## src/rtl/stable_sorted_priority_queue_top_macros.svh

```systemverilog
// Assertion macros for the sorted priority queue.
// Included by modules that check their own logic; needs nothing else.
`ifndef STABLE_SORTED_PRIORITY_QUEUE_TOP_MACROS_SVH
`define STABLE_SORTED_PRIORITY_QUEUE_TOP_MACROS_SVH

// Check a consequence in the same cycle as its trigger.
`define SSPQ_ASSERT_NOW(label, clk, rst_n, ante, cons, msg) \
    label: assert property (@(posedge clk) disable iff (!rst_n) (ante) |-> (cons)) \
        else $error(msg);

// Check a consequence in the cycle after its trigger.
`define SSPQ_ASSERT_NEXT(label, clk, rst_n, ante, cons, msg) \
    label: assert property (@(posedge clk) disable iff (!rst_n) (ante) |=> (cons)) \
        else $error(msg);

`endif

```

## src/rtl/sspq_pkg.sv

```systemverilog
// Shared types and constants of the sorted priority queue.
// Used by the cell and the top level; depends on nothing.
package sspq_pkg;

    localparam int DEF_CAPACITY = 16;

    localparam logic CMD_PUSH = 1'b0;
    localparam logic CMD_POP  = 1'b1;

    localparam logic [1:0] ST_PUSHED = 2'd0;
    localparam logic [1:0] ST_POPPED = 2'd1;
    localparam logic [1:0] ST_EMPTY  = 2'd2;
    localparam logic [1:0] ST_FULL   = 2'd3;

    typedef struct packed {
        logic signed [31:0] value;
        logic signed [15:0] prio;
    } entry_t;

    typedef struct packed {
        logic push;
        logic pop;
    } cell_ctrl_t;

endpackage

```

## src/rtl/sspq_cell.sv

```systemverilog
// One slot of the sorted queue: holds an entry and trades it with its neighbors.
// Depends on sspq_pkg.
module sspq_cell
    import sspq_pkg::*;
(
    input  logic       clk,
    input  cell_ctrl_t ctrl,
    input  entry_t     new_entry,
    input  logic       occupied,
    input  logic       left_keep,
    input  entry_t     left_entry,
    input  entry_t     right_entry,
    output logic       keep,
    output entry_t     entry
);

    entry_t entry_reg;
    entry_t entry_next;

    // Stay put on a push when this entry ranks at or ahead of the new one
    assign keep = occupied && (entry_reg.prio <= new_entry.prio);

    // Pick next content: hold, take the new entry, shift right or shift left
    always_comb
    begin
        entry_next = entry_reg;
        if (ctrl.push)
        begin
            if (!keep)
            begin
                entry_next = left_keep ? new_entry : left_entry;
            end
        end
        else if (ctrl.pop)
        begin
            entry_next = right_entry;
        end
    end

    always_ff @(posedge clk)
    begin
        entry_reg <= entry_next;
    end

    assign entry = entry_reg;

endmodule

```

## src/rtl/stable_sorted_priority_queue_top.sv

```systemverilog
// Top level of the stable sorted priority queue: a row of cells plus result register.
// Depends on sspq_pkg, sspq_cell and stable_sorted_priority_queue_top_macros.svh.
//
//  channel  | handshake          | fields
//  ---------+--------------------+------------------------------------------------
//  command  | start & !busy      | command, data_value, priority_req
//  result   | done (one cycle)   | out_value, out_priority, status, occupancy
//
// A transaction's result shows with done on the cycle after the accepting edge,
// and busy stays low, so a new transaction may follow every cycle.
// That rate is set by the cell row, which compares all slots against the new
// priority in parallel and shifts in one step.
// Reset clears the entry count and the result strobe; the queue starts empty.
// The receiver cannot stall; done marks each result for a single cycle.
`include "stable_sorted_priority_queue_top_macros.svh"

module stable_sorted_priority_queue_top
    import sspq_pkg::*;
#(
    parameter int CAPACITY = DEF_CAPACITY
)
(
    input  logic               clk,
    input  logic               rst_n,
    input  logic               start,
    output logic               busy,
    input  logic               command,
    input  logic signed [31:0] data_value,
    input  logic signed [15:0] priority_req,
    output logic               done,
    output logic signed [31:0] out_value,
    output logic signed [15:0] out_priority,
    output logic [1:0]         status,
    output logic [4:0]         occupancy
);

    localparam int CW = $clog2(CAPACITY + 1);

    logic [CW-1:0] count_reg;
    logic [CW-1:0] count_next;
    logic          done_reg;
    logic [31:0]   value_reg;
    logic [15:0]   prio_reg;
    logic [1:0]    status_reg;
    logic [1:0]    status_next;
    entry_t        new_entry;
    entry_t        head;
    cell_ctrl_t    ctrl;
    logic          full;
    logic          empty;
    logic          accept;
    logic [CW+4:0] count_wide;

    entry_t               cell_entry [CAPACITY];
    logic [CAPACITY-1:0]  cell_keep;

    assign busy      = 1'b0;
    assign accept    = start && !busy;
    assign full      = (count_reg == CW'(CAPACITY));
    assign empty     = (count_reg == '0);
    assign new_entry = '{value: data_value, prio: priority_req};
    assign head      = cell_entry[0];

    // Drive the cell row only for transactions that change the queue
    assign ctrl.push = accept && (command == CMD_PUSH) && !full;
    assign ctrl.pop  = accept && (command == CMD_POP) && !empty;

    // Build the cell row
    for (genvar i = 0; i < CAPACITY; i++)
    begin : g_cell
        logic   left_keep;
        entry_t left_entry;
        entry_t right_entry;

        if (i == 0)
        begin : g_first
            assign left_keep  = 1'b1;
            assign left_entry = new_entry;
        end
        else
        begin : g_mid
            assign left_keep  = cell_keep[i-1];
            assign left_entry = cell_entry[i-1];
        end

        if (i == CAPACITY - 1)
        begin : g_last
            assign right_entry = new_entry;
        end
        else
        begin : g_inner
            assign right_entry = cell_entry[i+1];
        end

        sspq_cell u_cell (
            .clk         (clk),
            .ctrl        (ctrl),
            .new_entry   (new_entry),
            .occupied    (count_reg > CW'(i)),
            .left_keep   (left_keep),
            .left_entry  (left_entry),
            .right_entry (right_entry),
            .keep        (cell_keep[i]),
            .entry       (cell_entry[i])
        );
    end

    // Advance the entry count and pick the status
    always_comb
    begin
        count_next  = count_reg;
        status_next = ST_PUSHED;
        if (command == CMD_PUSH)
        begin
            if (full)
            begin
                status_next = ST_FULL;
            end
            else
            begin
                count_next = count_reg + CW'(1);
            end
        end
        else
        begin
            if (empty)
            begin
                status_next = ST_EMPTY;
            end
            else
            begin
                status_next = ST_POPPED;
                count_next  = count_reg - CW'(1);
            end
        end
    end

    // Control registers
    always_ff @(posedge clk or negedge rst_n)
    begin
        if (!rst_n)
        begin
            count_reg <= '0;
            done_reg  <= 1'b0;
        end
        else
        begin
            done_reg <= accept;
            if (accept)
            begin
                count_reg <= count_next;
            end
        end
    end

    // Result registers
    always_ff @(posedge clk)
    begin
        if (accept)
        begin
            status_reg <= status_next;
            if (ctrl.pop)
            begin
                value_reg <= head.value;
                prio_reg  <= head.prio;
            end
            else
            begin
                value_reg <= '0;
                prio_reg  <= '0;
            end
        end
    end

    assign count_wide   = {5'b0, count_reg};
    assign done         = done_reg;
    assign out_value    = value_reg;
    assign out_priority = prio_reg;
    assign status       = status_reg;
    assign occupancy    = count_wide[4:0];

    `SSPQ_ASSERT_NOW(a_count_bound, clk, rst_n, 1'b1, count_reg <= CW'(CAPACITY),
        "entry count above capacity")
    `SSPQ_ASSERT_NEXT(a_push_ok, clk, rst_n, ctrl.push,
        done && status == ST_PUSHED && count_reg == $past(count_reg) + CW'(1),
        "push did not add an entry")
    `SSPQ_ASSERT_NEXT(a_pop_head, clk, rst_n, ctrl.pop,
        out_priority == $past(head.prio) && out_value == $past(head.value),
        "pop did not return the head entry")
    `SSPQ_ASSERT_NEXT(a_empty_pop, clk, rst_n, accept && command == CMD_POP && empty,
        status == ST_EMPTY && out_value == 32'sd0 && count_reg == '0,
        "pop on empty queue changed state")
    `SSPQ_ASSERT_NOW(a_head_order, clk, rst_n, CAPACITY > 1 && count_reg > CW'(1),
        cell_entry[0].prio <= cell_entry[1].prio, "head entries out of order")

endmodule
```

## config.mk

```make
export PLATFORM = sky130hd
export DESIGN_NAME = stable_sorted_priority_queue_top
export DESIGN_NICKNAME = d
export VERILOG_FILES = /design/src/rtl/sspq_pkg.sv /design/src/rtl/sspq_cell.sv /design/src/rtl/stable_sorted_priority_queue_top.sv
export VERILOG_INCLUDE_DIRS = /design/src /design/src/rtl
export SDC_FILE = /design/constraint.sdc
export NUM_CORES = 2
export LEC_CHECK = 0
export ABC_AREA = 1
export BUFFER_PORTS_ARGS = -buffer_cell sky130_fd_sc_hd__buf_4
export CORE_MARGIN = 10
export CORE_UTILIZATION = 60
export DETAILED_ROUTE_END_ITERATION = 16
export GPL_TIMING_DRIVEN = 0
export PLACE_DENSITY = 0.77
export SKIP_CTS_REPAIR_TIMING = 1
export SLEW_MARGIN = 40
export SYNTH_ARGS = -nofsm -noshare
export SYNTH_HDL_FRONTEND = slang
export SYNTH_HIERARCHICAL = 1
export SYNTH_SLANG_ARGS = --single-unit
```

## constraint.sdc

```tcl
create_clock -name clk -period 8.66 [get_ports clk]
set_input_delay 0.866 -clock clk [delete_from_list [all_inputs] [get_ports clk]]
set_output_delay 0.866 -clock clk [all_outputs]
set_load 0.05 [all_outputs]
```

==> metrics <==
status=finished clean; Syn Area/Cell=~8.4 um2; Worst-path clk slew=0.06 ns; Post-DP HPWL=slightly above 100000 um; Cells after Synth=between 5000 and 6000; crit path launch=occupancy[0]$_DFFE_PN0P_; first-pass GRT wire length=around 220000 um; Slew HR=0.450; number of global-route vias before repair=roughly 43000; worst setup slack after layout=between 4 and 5 ns; hold_ws=0.0231 ns; R2R depth=13; count of final hold-check violations=0; clk_lat worst skew=approximately 0.66 ns; FP Rows=~100; Initial Utilization=0.606; antenna violations before repair=0; CP required=9.01 ns; final wirelength=approximately 140000 um; share of cells above drive strength 1=0.0921; layout net count=6359; Final Setup Violations=0; Final Critical Period=4.19 ns; total grt overflow=0; fin. max-slew vios=0; clock buffer count from CTS=just under 90; port bufs=106; Worst Skew=between 0.03 and 0.04 ns; Max Cap Viol=0; Ys Warns=6; H-tree Lvls=3; Clock Sink Count=between 800 and 900; max reg flops=about 770; crit-path max FO=50; Die Width=approximately 310 um; critical path arrival=approximately 4.5 ns; area grow syn2layout=11.1%; Max IR drop VDD=around 230 uV; unrepaired setup endpoints after global routing=no; vias after detailed routing=about 43000; commonest non-fill, non-tap cells in the layout=nand2_1 (1215), nor2_1 (849), o21ai_0 (847), edfxtp_1 (818), o21ai_1 (704); Power Density=~360 nW/um2; routed len/inst=a little under 20 um; fin util=0.673; Reg2Reg Launch Point=occupancy[0]$_DFFE_PN0P_; crit path capture type=flop; drt via density=roughly 6; FF-to-FF End=g_cell[15].u_cell/entry[31]$_DFFE_PP_; final period utilization=0.484; Cell Area, Synth=between 40000 and 50000 um2; CTS Buffer Depth=3; Die H=305 um; core area=roughly 81000 um2; Ports=109; full die area=just over 90000 um2; GRT Total Usage=0.286; commonest non-fill, non-tap cell in the layout=nand2_1; Peak Freq=around 240 MHz; Crit Path Category=reg -> reg; worst slack at placement=~4.5 ns; CTS Root Cell=clkbuf_16; Tightest Pin Transition=0.819 ns; HP Class=in -> async; DR iter-0 viols=4961; Residual DRC=0; LEAKAGE=roughly 0.023 uW; gp weighted congestion=0.885; largest net degree at the start of global routing=between 50 and 60; TNS Setup=0 ns; 1st-pass router iterations=6; Worst R2R Setup Slack=4.47 ns; Startpoint Class=flop; CTS tree=done; Antenna Nets Post-Route=0
routing by layer:
layer | GRT usage | up-vias | share of wire
met5 | 0 | - | 0
met4 | 0.0903 | 0 | 0.024
met3 | 0.0339 | 280 | 0.090
met2 | 0.485 | 2077 | 0.48
met1 | 0.380 | 20200 | 0.40
li1 | - | 20100 | -
layout make-up:
cell class,instances,area (um2)
Antenna cell,2,5.00
Clock inverter,47,497
Buffer,331,1660
Fill cell,6527,26400
Multi-Input combinational cell,4170,20800
Timing Repair Buffer,123,1140
Clock buffer,112,2310
Inverter,506,1910
Sequential cell,824,24700
Tap cell,1060,1330
stage by stage:
stage | instances | power [uW] | cell area, um2
final | 7175 | 19500 | 54300
after global routing | 7173 | 20800 | 54300
after CTS | 7173 | 19400 | 54300
after detailed placement | 7014 | 15600 | 51500
after global placement | 6997 | 15100 | 51000
after floorplan | 5831 | 12900 | 48900
worst max path at each step:
stage                                                       end  slack (ns)
after floorplan             g_cell[0].u_cell/entry[0]$_DFFE_PP_        3.81
after CTS                 g_cell[15].u_cell/entry[31]$_DFFE_PP_        4.61
after detailed placement  g_cell[15].u_cell/entry[31]$_DFFE_PP_        4.52
after global placement    g_cell[15].u_cell/entry[32]$_DFFE_PP_        0.90
final                     g_cell[15].u_cell/entry[31]$_DFFE_PP_        4.47
after global routing      g_cell[15].u_cell/entry[31]$_DFFE_PP_        4.31
where the power goes:
part           switching, uW  total [uW]  internal (uW)
logic                   5200        7620           2410
registers               1150        8120           6970
clock network           1630        3800           2160
critical path, stage by stage (launching register included):
cell      delay [ns]
dfrtp_1         0.47
clkbuf_1        0.22
inv_1           0.25
ha_1            0.33
a21oi_1         0.12
o21ai_0         0.39
inv_6           0.23
buf_16          0.30
inv_1           0.30
buf_2           0.29
buf_2           0.26
nand2_1         0.12
nand2_4         0.29
buf_12          0.25
Power figures use the tool's default switching activity.
